**config.mk**
```make
export PLATFORM = sky130hd
export DESIGN_NAME = track_next_position_predictor
export DESIGN_NICKNAME = d
export VERILOG_FILES = /design/src/sv/trk_pkg.sv /design/src/sv/trk_center.sv /design/src/sv/trk_history.sv /design/src/sv/trk_lane.sv /design/src/sv/track_next_position_predictor.sv
export SDC_FILE = /design/constraint.sdc
export NUM_CORES = 2
export LEC_CHECK = 0
export BUFFER_PORTS_ARGS = -buffer_cell sky130_fd_sc_hd__clkbuf_2
export CAP_MARGIN = 10
export CORE_MARGIN = 2
export CORE_UTILIZATION = 50
export DETAILED_ROUTE_END_ITERATION = 10
export HOLD_SLACK_MARGIN = 0.1
export PLACE_DENSITY = 0.66
export SLEW_MARGIN = 15
export SYNTH_ARGS = -nofsm -noshare
export SYNTH_HDL_FRONTEND = slang
export SYNTH_SLANG_ARGS = --single-unit
```
**constraint.sdc**
```tcl
create_clock -name i_clk -period 11 [get_ports i_clk]
set_input_delay 0 -clock i_clk [delete_from_list [all_inputs] [get_ports i_clk]]
set_output_delay 0 -clock i_clk [all_outputs]
set_load 0.02 [all_outputs]
```
**src/sv/trk_pkg.sv**
```systemverilog
package trk_pkg;

    localparam int HIST_DEPTH = 5;
    localparam int COUNT_W    = 3;
    localparam int OUT_W      = 14;
    localparam int OUT_MIN    = -8192;
    localparam int OUT_MAX    = 8191;

    // triangular divisors for three, four and five held centres
    localparam int TRI_3 = 3;
    localparam int TRI_4 = 6;
    localparam int TRI_5 = 10;

    // odd factors left after the power-of-two part of 2*divisor is shifted out
    localparam int FACT_3 = 3;
    localparam int FACT_5 = 5;

    typedef enum logic [1:0] {
        DIV_NONE = 2'b00,
        DIV_BY3  = 2'b01,
        DIV_BY5  = 2'b10
    } t_div_sel;

    typedef struct packed {
        logic s2;
        logic s3;
        logic s4;
        logic s5;
    } t_pipe_en;

endpackage

```
**src/sv/trk_center.sv**
```systemverilog
module trk_center
    import trk_pkg::*;
#(
    parameter int COORD_BITS = 12
) (
    input  logic [11:0]           i_edge,
    input  logic [12:0]           i_size,
    output logic [COORD_BITS-1:0] o_center
);

    localparam int CW = (COORD_BITS > 13) ? COORD_BITS : 13;
    localparam logic [CW-1:0] CMAX = CW'((2 ** COORD_BITS) - 1);

    logic [12:0]   sum;
    logic [CW-1:0] sum_ext;
    logic [CW-1:0] sat;

    assign sum     = {1'b0, i_edge} + {1'b0, i_size[12:1]};
    assign sum_ext = CW'(sum);
    // clip to the coordinate maximum
    assign sat      = (sum_ext > CMAX) ? CMAX : sum_ext;
    assign o_center = sat[COORD_BITS-1:0];

endmodule

```
**src/sv/trk_history.sv**
```systemverilog
module trk_history
    import trk_pkg::*;
#(
    parameter int COORD_BITS = 12
) (
    input  logic                  i_clk,
    input  logic                  i_rst_n,
    input  logic                  i_push,
    input  logic                  i_new_track,
    input  logic [COORD_BITS-1:0] i_cx,
    input  logic [COORD_BITS-1:0] i_cy,
    output logic [COORD_BITS-1:0] o_hx [HIST_DEPTH],
    output logic [COORD_BITS-1:0] o_hy [HIST_DEPTH],
    output logic [COUNT_W-1:0]    o_count
);

    localparam logic [COUNT_W-1:0] FULL = COUNT_W'(HIST_DEPTH);

    logic [COORD_BITS-1:0] r_hx [HIST_DEPTH];
    logic [COORD_BITS-1:0] r_hy [HIST_DEPTH];
    logic [COORD_BITS-1:0] n_hx [HIST_DEPTH];
    logic [COORD_BITS-1:0] n_hy [HIST_DEPTH];
    logic [COUNT_W-1:0]    r_count;
    logic [COUNT_W-1:0]    n_count;
    logic [COUNT_W-1:0]    base;

    always_comb begin
        base    = i_new_track ? '0 : r_count;
        n_hx    = r_hx;
        n_hy    = r_hy;
        n_count = r_count;
        if (base == FULL) begin
            // drop the oldest entry
            for (int i = 1; i < HIST_DEPTH; i++) begin
                n_hx[i-1] = r_hx[i];
                n_hy[i-1] = r_hy[i];
            end
            n_hx[HIST_DEPTH-1] = i_cx;
            n_hy[HIST_DEPTH-1] = i_cy;
            n_count            = FULL;
        end else begin
            for (int i = 0; i < HIST_DEPTH; i++) begin
                if (base == COUNT_W'(i)) begin
                    n_hx[i] = i_cx;
                    n_hy[i] = i_cy;
                end
            end
            n_count = base + COUNT_W'(1);
        end
    end

    always_ff @(posedge i_clk) begin
        if (!i_rst_n) begin
            r_count <= '0;
        end else if (i_push) begin
            r_count <= n_count;
        end
    end

    always_ff @(posedge i_clk) begin
        if (i_push) begin
            r_hx <= n_hx;
            r_hy <= n_hy;
        end
    end

    assign o_hx    = r_hx;
    assign o_hy    = r_hy;
    assign o_count = r_count;

endmodule

```
**src/sv/trk_lane.sv**
```systemverilog
module trk_lane
    import trk_pkg::*;
#(
    parameter int COORD_BITS = 12
) (
    input  logic                  i_clk,
    input  t_pipe_en              i_en,
    input  logic [COORD_BITS-1:0] i_hist [HIST_DEPTH],
    input  logic [COUNT_W-1:0]    i_count,
    output logic [OUT_W-1:0]      o_pred
);

    localparam int SW = COORD_BITS + 5;   // signed weighted sum
    localparam int AW = COORD_BITS + 4;   // magnitude of the sum
    localparam int MW = COORD_BITS + 5;   // 2*|sum| + divisor
    localparam int VW = COORD_BITS + 4;   // value after the power-of-two shift
    localparam int K  = VW;
    localparam int RW = VW + 2;
    localparam logic [K-1:0] R3 = K'((2 ** K) / FACT_3);
    localparam logic [K-1:0] R5 = K'((2 ** K) / FACT_5);
    localparam logic signed [RW-1:0] SAT_MAX = RW'(OUT_MAX);
    localparam logic signed [RW-1:0] SAT_MIN = RW'(OUT_MIN);

    // stage 2: weighted delta sum
    logic signed [SW-1:0]  sum;
    logic signed [SW-1:0]  dk;
    logic [COUNT_W-1:0]    idx;
    logic [3:0]            dadd;
    logic                  shift2;
    t_div_sel              sel;

    logic signed [SW-1:0]  r_sum2;
    logic [COORD_BITS-1:0] r_last2;
    logic [3:0]            r_dadd2;
    logic                  r_shift2;
    t_div_sel              r_sel2;

    always_comb begin
        sum = '0;
        dk  = '0;
        for (int k = 1; k < HIST_DEPTH; k++) begin
            dk = SW'($signed({1'b0, i_hist[k]}) - $signed({1'b0, i_hist[k-1]}));
            if (COUNT_W'(k) < i_count) begin
                sum = sum + SW'(k) * dk;
            end
        end
        idx = i_count - COUNT_W'(1);
        case (i_count)
            3'd3: begin
                dadd = 4'(TRI_3); shift2 = 1'b0; sel = DIV_BY3;
            end
            3'd4: begin
                dadd = 4'(TRI_4); shift2 = 1'b1; sel = DIV_BY3;
            end
            3'd5: begin
                dadd = 4'(TRI_5); shift2 = 1'b1; sel = DIV_BY5;
            end
            default: begin
                dadd = 4'd1; shift2 = 1'b0; sel = DIV_NONE;
            end
        endcase
    end

    always_ff @(posedge i_clk) begin
        if (i_en.s2) begin
            r_sum2   <= sum;
            r_last2  <= i_hist[idx];
            r_dadd2  <= dadd;
            r_shift2 <= shift2;
            r_sel2   <= sel;
        end
    end

    // stage 3: magnitude, rounding offset and power-of-two shift
    logic [SW-1:0] mag_full;
    logic [AW-1:0] mag;
    logic [MW-1:0] m;
    logic [MW-1:0] m_sh;

    logic [VW-1:0]         r_v3;
    logic                  r_neg3;
    logic [COORD_BITS-1:0] r_last3;
    t_div_sel              r_sel3;

    always_comb begin
        mag_full = r_sum2[SW-1] ? SW'(-r_sum2) : SW'(r_sum2);
        mag      = mag_full[AW-1:0];
        m        = {mag, 1'b0} + MW'(r_dadd2);
        m_sh     = r_shift2 ? (m >> 2) : (m >> 1);
    end

    always_ff @(posedge i_clk) begin
        if (i_en.s3) begin
            r_v3    <= m_sh[VW-1:0];
            r_neg3  <= r_sum2[SW-1];
            r_last3 <= r_last2;
            r_sel3  <= r_sel2;
        end
    end

    // stage 4: reciprocal multiply, quotient low by at most one
    logic [K-1:0]   recip;
    logic [2*K-1:0] prod;
    logic [VW-1:0]  q_est;

    logic [VW-1:0]         r_v4;
    logic [VW-1:0]         r_q4;
    logic                  r_neg4;
    logic [COORD_BITS-1:0] r_last4;
    t_div_sel              r_sel4;

    always_comb begin
        case (r_sel3)
            DIV_BY3: recip = R3;
            DIV_BY5: recip = R5;
            default: recip = '0;
        endcase
        prod  = (2*K)'(r_v3) * (2*K)'(recip);
        q_est = (r_sel3 == DIV_NONE) ? r_v3 : prod[2*K-1:K];
    end

    always_ff @(posedge i_clk) begin
        if (i_en.s4) begin
            r_v4    <= r_v3;
            r_q4    <= q_est;
            r_neg4  <= r_neg3;
            r_last4 <= r_last3;
            r_sel4  <= r_sel3;
        end
    end

    // stage 5: quotient correction, sign, add last centre, clip
    logic [VW-1:0]        fact;
    logic [VW-1:0]        rem;
    logic [VW-1:0]        q;
    logic signed [RW-1:0] last_s;
    logic signed [RW-1:0] q_s;
    logic signed [RW-1:0] res;
    logic signed [RW-1:0] res_sat;

    logic [OUT_W-1:0] r_pred;

    always_comb begin
        case (r_sel4)
            DIV_BY3: fact = VW'(FACT_3);
            DIV_BY5: fact = VW'(FACT_5);
            default: fact = '0;
        endcase
        rem = r_v4 - VW'(r_q4 * fact);
        q   = r_q4;
        if (r_sel4 != DIV_NONE && rem >= fact) begin
            q = r_q4 + VW'(1);
        end
        last_s = $signed(RW'(r_last4));
        q_s    = $signed(RW'(q));
        res    = r_neg4 ? (last_s - q_s) : (last_s + q_s);
        if (res > SAT_MAX) begin
            res_sat = SAT_MAX;
        end else if (res < SAT_MIN) begin
            res_sat = SAT_MIN;
        end else begin
            res_sat = res;
        end
    end

    always_ff @(posedge i_clk) begin
        if (i_en.s5) begin
            r_pred <= res_sat[OUT_W-1:0];
        end
    end

    assign o_pred = r_pred;

endmodule

```
**src/sv/track_next_position_predictor.sv**
```systemverilog
// Next-position predictor for one tracked object. Each input item carries a
// bounding box; its centre (edge plus half the size, truncated, clipped to
// 2^COORD_BITS-1) is pushed into a five-deep history, and the result item
// gives the predicted next centre: the newest centre plus the weighted mean
// of the last deltas (weights 1..4, divisors 1, 3, 6, 10), rounded half away
// from zero, clipped to the signed 14-bit range. tuser set starts a new
// track. The block takes one item per clock cycle unless output back-pressure
// stalls the stages; each item passes through the history update, weighted sum,
// rounding shift, reciprocal multiply and correction into the output register.
// That rate is set by the history register update, a read-modify-write of the
// centre history and its count. Every stage holds its own item, so input items
// keep flowing into empty stages while a result waits at the output.
module track_next_position_predictor
    import trk_pkg::*;
#(
    parameter int COORD_BITS = 12
) (
    input  logic        i_clk,
    input  logic        i_rst_n,
    input  logic        i_s_axis_tvalid,
    output logic        o_s_axis_tready,
    // box_left[11:0], box_top[23:12], box_width[36:24], box_height[49:37], zero
    input  logic [55:0] i_s_axis_tdata,
    // new_track[0]
    input  logic        i_s_axis_tuser,
    output logic        o_m_axis_tvalid,
    input  logic        i_m_axis_tready,
    // predicted_x[13:0], predicted_y[27:14], positions_held[30:28], zero[31]
    output logic [31:0] o_m_axis_tdata
);

    // input fields
    logic [11:0] box_left;
    logic [11:0] box_top;
    logic [12:0] box_width;
    logic [12:0] box_height;

    assign box_left   = i_s_axis_tdata[11:0];
    assign box_top    = i_s_axis_tdata[23:12];
    assign box_width  = i_s_axis_tdata[36:24];
    assign box_height = i_s_axis_tdata[49:37];

    // stage valids: history, weighted sum, shift, multiply, output
    logic r_v1, r_v2, r_v3, r_v4, r_v5;
    logic n_v1, n_v2, n_v3, n_v4, n_v5;
    t_pipe_en en;
    logic accept;

    // a stage loads when the one before holds an item and it is empty
    // or being emptied itself
    always_comb begin
        en.s5  = r_v4 && (!r_v5 || i_m_axis_tready);
        en.s4  = r_v3 && (!r_v4 || en.s5);
        en.s3  = r_v2 && (!r_v3 || en.s4);
        en.s2  = r_v1 && (!r_v2 || en.s3);
        o_s_axis_tready = !r_v1 || en.s2;
        accept = i_s_axis_tvalid && o_s_axis_tready;

        n_v1 = accept ? 1'b1 : (en.s2 ? 1'b0 : r_v1);
        n_v2 = en.s2  ? 1'b1 : (en.s3 ? 1'b0 : r_v2);
        n_v3 = en.s3  ? 1'b1 : (en.s4 ? 1'b0 : r_v3);
        n_v4 = en.s4  ? 1'b1 : (en.s5 ? 1'b0 : r_v4);
        n_v5 = en.s5  ? 1'b1 : (i_m_axis_tready ? 1'b0 : r_v5);
    end

    always_ff @(posedge i_clk) begin
        if (!i_rst_n) begin
            r_v1 <= 1'b0;
            r_v2 <= 1'b0;
            r_v3 <= 1'b0;
            r_v4 <= 1'b0;
            r_v5 <= 1'b0;
        end else begin
            r_v1 <= n_v1;
            r_v2 <= n_v2;
            r_v3 <= n_v3;
            r_v4 <= n_v4;
            r_v5 <= n_v5;
        end
    end

    // box centres
    logic [COORD_BITS-1:0] cx;
    logic [COORD_BITS-1:0] cy;

    trk_center #(.COORD_BITS(COORD_BITS)) u_center_x (
        .i_edge   (box_left),
        .i_size   (box_width),
        .o_center (cx)
    );

    trk_center #(.COORD_BITS(COORD_BITS)) u_center_y (
        .i_edge   (box_top),
        .i_size   (box_height),
        .o_center (cy)
    );

    // centre history, updated as each item is accepted; it stays put
    // until the weighted-sum stage has taken it
    logic [COORD_BITS-1:0] hx [HIST_DEPTH];
    logic [COORD_BITS-1:0] hy [HIST_DEPTH];
    logic [COUNT_W-1:0]    count;

    trk_history #(.COORD_BITS(COORD_BITS)) u_history (
        .i_clk       (i_clk),
        .i_rst_n     (i_rst_n),
        .i_push      (accept),
        .i_new_track (i_s_axis_tuser),
        .i_cx        (cx),
        .i_cy        (cy),
        .o_hx        (hx),
        .o_hy        (hy),
        .o_count     (count)
    );

    // prediction lanes, one per axis
    logic [OUT_W-1:0] pred_x;
    logic [OUT_W-1:0] pred_y;

    trk_lane #(.COORD_BITS(COORD_BITS)) u_lane_x (
        .i_clk   (i_clk),
        .i_en    (en),
        .i_hist  (hx),
        .i_count (count),
        .o_pred  (pred_x)
    );

    trk_lane #(.COORD_BITS(COORD_BITS)) u_lane_y (
        .i_clk   (i_clk),
        .i_en    (en),
        .i_hist  (hy),
        .i_count (count),
        .o_pred  (pred_y)
    );

    // positions held travels alongside the lanes
    logic [COUNT_W-1:0] r_cnt2, r_cnt3, r_cnt4, r_cnt5;

    always_ff @(posedge i_clk) begin
        if (en.s2) begin
            r_cnt2 <= count;
        end
        if (en.s3) begin
            r_cnt3 <= r_cnt2;
        end
        if (en.s4) begin
            r_cnt4 <= r_cnt3;
        end
        if (en.s5) begin
            r_cnt5 <= r_cnt4;
        end
    end

    assign o_m_axis_tvalid = r_v5;
    assign o_m_axis_tdata  = {1'b0, r_cnt5, pred_y, pred_x};

endmodule

```
Word level (Yosys, flattened, before mapping)
Cells that the tools add are included.
{"block": "word_totals", "ff_bits": 385, "elab_cells": 203, "out_inout_bits": 34}
{"block": "op_classes", "order_cmp": 13, "mux": 57, "n_bitwise": 1, "add_sub_neg": 30, "n_mul": 6, "n_eq_ne": 12, "reduce_logical": 37}
{"operator": "$mux W12", "count": 16}
{"operator": "$mux W17", "count": 8}
{"operator": "$mux W60", "count": 2}
{"operator": "$sub A12 B12 Y13", "count": 8}
{"operator": "$add A17 B17 Y17", "count": 6}
{"operator": "$mux W16", "count": 6}
{"operator": "$bmux W12 S3", "count": 2}
{"operator": "$mul A16 B15 Y31", "count": 2}
{"operator": "$gt A18 B14 Y1 const B", "count": 2}
{"operator": "$lt A18 B14 Y1 const B", "count": 2}
{"operator": "$mux W18", "count": 2}
{"operator": "$add A12 B16 Y17", "count": 2}
{"operator": "$add A17 B4 Y17", "count": 2}
{"operator": "$mul A3 B17 Y17 const A", "count": 2}
{"operator": "$sub A12 B16 Y17", "count": 2}
{"operator": "$add A16 B1 Y16 const B", "count": 2}
{"operator": "$ge A16 B3 Y1", "count": 2}
{"operator": "$mul A16 B3 Y16", "count": 2}
{"operator": "$neg A16 Y16", "count": 2}
{"operator": "$sub A16 B16 Y16", "count": 2}
{"operator": "$mux W15", "count": 2}
{"operator": "$pmux W15 S2", "count": 1}
{"operator": "$mux W14", "count": 2}
{"operator": "$add A12 B12 Y13", "count": 2}
{"operator": "26 further kinds", "count": 75}

Longest topological paths before layout
{"block": "depth", "depth_word": 12, "ltp_mapped": 39, "ltp_nobuf": 38}

By module
From an unflattened synthesis, not the netlist that was laid out.
{"block": "hier_totals", "cells_unflattened": 4799, "hier_area_um2": 45527.4}
{"module": "trk_lane (u_lane_y)", "seq_area_each_um2": 3783.6, "instances": 1, "cells_per_inst": 2166, "area_each_um2": 19693.9}
{"module": "trk_lane (u_lane_x)", "seq_area_each_um2": 3783.6, "instances": 1, "cells_per_inst": 2055, "area_each_um2": 19098.3}
{"module": "trk_history", "seq_area_each_um2": 3663.5, "instances": 1, "cells_per_inst": 383, "area_each_um2": 4768.3}
{"module": "trk_center", "seq_area_each_um2": 0.0, "instances": 2, "cells_per_inst": 79, "area_each_um2": 681.9}
{"module": "track_next_position_predictor", "seq_area_each_um2": 460.4, "instances": 1, "cells_per_inst": 37, "area_each_um2": 603.1}

Worst setup path before layout
OpenSTA, ideal clock, no wires.
{"block": "synth_path", "kind": "register to register", "from": "register u_lane_y.r_sel4[0] (netlist name)", "to": "register u_lane_x.r_pred[9], in the netlist u_lane_x.o_pred[9] (data pin)", "arrival_time_ns": 7.996, "setup_ns": 0.254, "stages_incl_launch_ff": 36, "slack_ns": 2.750, "required_time_ns": 10.746, "n_path_buf": 3, "cell_sequence": "edfxtp_1 > inv_1 > ha_1 > clkbuf_1 > clkbuf_1 > nand2_1 > fa_1 > inv_1 > fa_1 > inv_1 > ha_1 > a21oi_1 > nand2_1 > a21oi_2 > o211ai_1 > a21oi_1 > mux2_2 > a211oi_1 > nor2_1 > and4_1 > xor2_1 > ha_1 > a21oi_1 > a21oi_1 > a211oi_1 > o21ai_0 > a21o_1 > a21o_1 > a31oi_1 > nor3_1 > or4_1 > xnor2_1 > a221oi_1 > nor2_1 > clkbuf_1 > a21o_1"}
{"element": "to (signal assigned)", "line_no": "trk_lane.sv:168", "text": "r_pred <= res_sat[OUT_W-1:0];"}
{"element": "to (decl)", "line_no": "trk_lane.sv:141", "text": "logic [OUT_W-1:0] r_pred;"}

==> results.json <==
{
  "status": "finished, final reports clean",
  "synthMuxAreaShare_pct": 2.241,
  "worstHoldPathType": "in2reg",
  "cp-end-kind": "flop",
  "gp_congestion": 0.8979,
  "post_cts_buffers": 0,
  "vias_per_cell": 5.409,
  "synthFlopType": "edfxtp_1",
  "internal_power_mw": 3.579,
  "cts.sinks": 384,
  "die_area_sq_um": 90820,
  "layout_common_cells": "inv_1 (731), ha_1 (610), edfxtp_1 (376)",
  "synthCells": 4672,
  "skew_ns": 0.04451,
  "dp_hpwl_microns": 83000,
  "cts_root_buf": "clkbuf_16",
  "num-fill-cells": 7861,
  "relSlewSlack_pct": 32.92,
  "r2r_slack_ns": 1.20,
  "synth-seq-cells": 384,
  "period_share_pct": 89.12,
  "post_cts_resized": 0,
  "cts_tree": "built",
  "syn_to_final_growth_pct": 9.447,
  "ys_seq_area_share_pct": 25.90,
  "port_buffers": 85,
  "synth_top_area_cell": "edfxtp_1",
  "die_w_microns": 301.4,
  "drc": 0,
  "die_h_microns": 301.4,
  "cp-start-kind": "flop",
  "drt_iter0_markers": 2027,
  "worstMarginPinSlew_ns": 1.006,
  "fp.coreArea_sq_um": 87970,
  "cpPeakStageDelay_ns": 0.91,
  "slowest_stage": "ha_1",
  "ioPinCount": 95,
  "power_leakage_nw": 22.39,
  "crit_fanout": 28,
  "fin_crit_ns": 9.803,
  "crit_type": "reg2reg",
  "p_per_area_nw_per_um2": 115.3,
  "clock_path_buffers": 3,
  "post-route-util_pct": 55.01,
  "p_clk_share_pct": 26.6,
  "rows": 109,
  "syn_area_sq_um": 44210,
  "hold_viol": 0,
  "synth_edf_count": 376,
  "synth_compound_area_share_pct": 14.11,
  "wl_microns": 103000,
  "cp_data_arrival_time_ns": 10.14,
  "syn_avg_cell_area_sq_um": 9.463,
  "wire_per_inst_microns": 17.13,
  "grt_use_total_pct": 23.00,
  "grt_max_degree": 93,
  "power.switching_mw": 1.998,
  "drive_gt1_share_pct": 5.924,
  "synth_area_leaders": "edfxtp_1 (26%), ha_1 (17%), fa_1 (15%)",
  "via_count": 32506,
  "ir_drop_mv": 0.1066,
  "cap_viol_max_count": 0,
  "nets": 5811,
  "grt_overflow": 0,
  "cts-hold-fix-buffers": 97,
  "antenna_found_initial": 7,
  "seqPwrFrac_pct": 31.7,
  "crit_family": "compound AO/OA/AOI/OAI gates",
  "grt_pass1_wl_microns": 166600,
  "yosysWarnings": 0,
  "grt_pass1_vias": 32335,
  "place_area_sq_um": 45950,
  "synthAdderAreaFrac_pct": 32.23,
  "tns_ns": 0,
  "final_common_cell": "inv_1",
  "fmax_ghz": 0.1020,
  "cp_num_buf_inv": 3,
  "drtAntennaViolNets": 0,
  "antenna_cells": 0,
  "swShare_pct": 35.82,
  "synthDistinctLibCells": 95,
  "start_util_pct": 50.26,
  "rsz0062_at_grt": "no",
  "syn-num-nets": 5674,
  "yosys.area_share.xor_xnor_pct": 6.201,
  "synth_top_area_share_pct": 25.54,
  "cts_inserted_buffers": 45,
  "synth_top_family_by_area": "adder cells",
  "clock_latency_ns": 0.61,
  "finalSetupViolations": 0,
  "htreeDepth": 2,
  "slew_violations": 0,
  "synthSimpleGateAreaFrac_pct": 11.93,
  "synthArstFlopShare_pct": 0,
  "required_ns": 11.33,
  "clkTransAtPathRegs_ns": 0.06,
  "postLayoutCellArea_sq_um": 48390,
  "drtPass1Iterations": 5,
  "p_comb_share_pct": 41.6
}
-- cells in the mapped netlist (40+ instances only) --
cell type and count:
a21oi_1 285, o31ai_1 77, xnor2_1 205, a21o_1 77, o21ai_0 221, nand2b_1 45, inv_1 731, a21boi_0 52
o21bai_1 44, fa_1 330, nor3_1 69, xor2_1 101, and2_1 138, edfxtp_1 376, nand3_1 41, mux2i_1 63
nor2_1 267, nor2b_1 41, clkbuf_1 108, o21a_1 40, nand2_1 375, ha_1 611
-- path summary, 6_finish.rpt --
| path | cells past startpoint | endpoint | from |
|---|---|---|---|
| worst min register to register | 0 | u_lane_x.r_last4[8] | u_lane_x.r_last3[8] |
| worst min-delay path | 6 | u_history.o_hx[17] | i_s_axis_tdata[4] |
| worst max-delay path | 32 | u_lane_x.o_pred[2] | u_lane_y.r_sel4[0] |
| worst max register to register | 32 | u_lane_x.o_pred[2] | u_lane_y.r_sel4[0] |
-- tightest hold or removal path, stage by stage --
cell and delay (ns):
clkbuf_2 0.08, ha_1 0.14, a21oi_1 0.06, xnor2_1 0.17, nor3_1 0.09, nor2_1 0.11
-- power by group through the flow --
| stage | sequential, mW | combinational (mW) | clock (mW) |
|---|---|---|---|
| 6_report | 1.77 | 2.32 | 1.49 |
| 5_1_grt | 1.78 | 2.66 | 1.58 |
| 4_1_cts | 1.77 | 2.33 | 1.53 |
| 3_5_place_dp | 1.80 | 2.25 | 0 |
| 3_3_place_gp | 1.80 | 2.21 | 0 |
| 2_1_floorplan | 1.78 | 1.75 | 0 |
-- stage by stage --
stage	power (mW)	hold slack [ns]	setup slack, ns	instances
CTS	5.632	0.1060	1.302	6010
finish	5.578	0.1578	1.197	6010
floorplan	3.528	0.1176	2.750	4672
global placement	4.014	0.2460	1.541	5830
global route	6.012	0.1800	0.5428	6010
detailed placement	4.052	0.2547	1.353	5830
-- registers in the layout, indices dropped and copies added (netlist names), 12 cells and up --
| name | flops |
|---|---|
| u_history.o_hx | 60 |
| u_history.o_hy | 60 |
| u_lane_x.o_pred | 14 |
| u_lane_x.r_last2 | 12 |
| u_lane_x.r_last3 | 12 |
| u_lane_x.r_last4 | 12 |
| u_lane_x.r_q4 | 16 |
| u_lane_x.r_sum2 | 17 |
| u_lane_x.r_v3 | 16 |
| u_lane_x.r_v4 | 16 |
| u_lane_y.o_pred | 14 |
| u_lane_y.r_last2 | 12 |
| u_lane_y.r_last3 | 12 |
| u_lane_y.r_last4 | 12 |
| u_lane_y.r_q4 | 16 |
| u_lane_y.r_sum2 | 17 |
| u_lane_y.r_v3 | 16 |
| u_lane_y.r_v4 | 16 |
-- final cells by class --
cell class,count,area [sq um],share of cell area [%]
clock inverter,32,294.0,0.6077
inverter,734,2755,5.694
clock buffer,51,1170,2.418
tap,1165,1458,3.012
timing repair buffer,217,1659,3.429
multi-input combinational,3427,29600,61.16
sequential,384,11460,23.68
-- metal layers --
metal / vias up / part of all wire, % / track usage, %
li1: 16182 / - / -
met1: 15482 / 46 / 31.78
met2: 717 / 46 / 38.06
met3: 123 / 5.5 / 3.227
met4: 2 / 2.4 / 5.686
met5: - / 0.013 / 0
-- logic make-up (layout without fill, tap and decap cells) --
family,Yosys count,count (layout)
AOI/OAI and AO/OA,975,975
xor gates and xnor gates,309,309
adders and majority gates,941,941
buffers and inverters,861,1034
DFF,384,384
muxes,95,95
other,1,1
and+or+nand+nor,1106,1106
No activity file was read; power rests on OpenSTA's default activity.
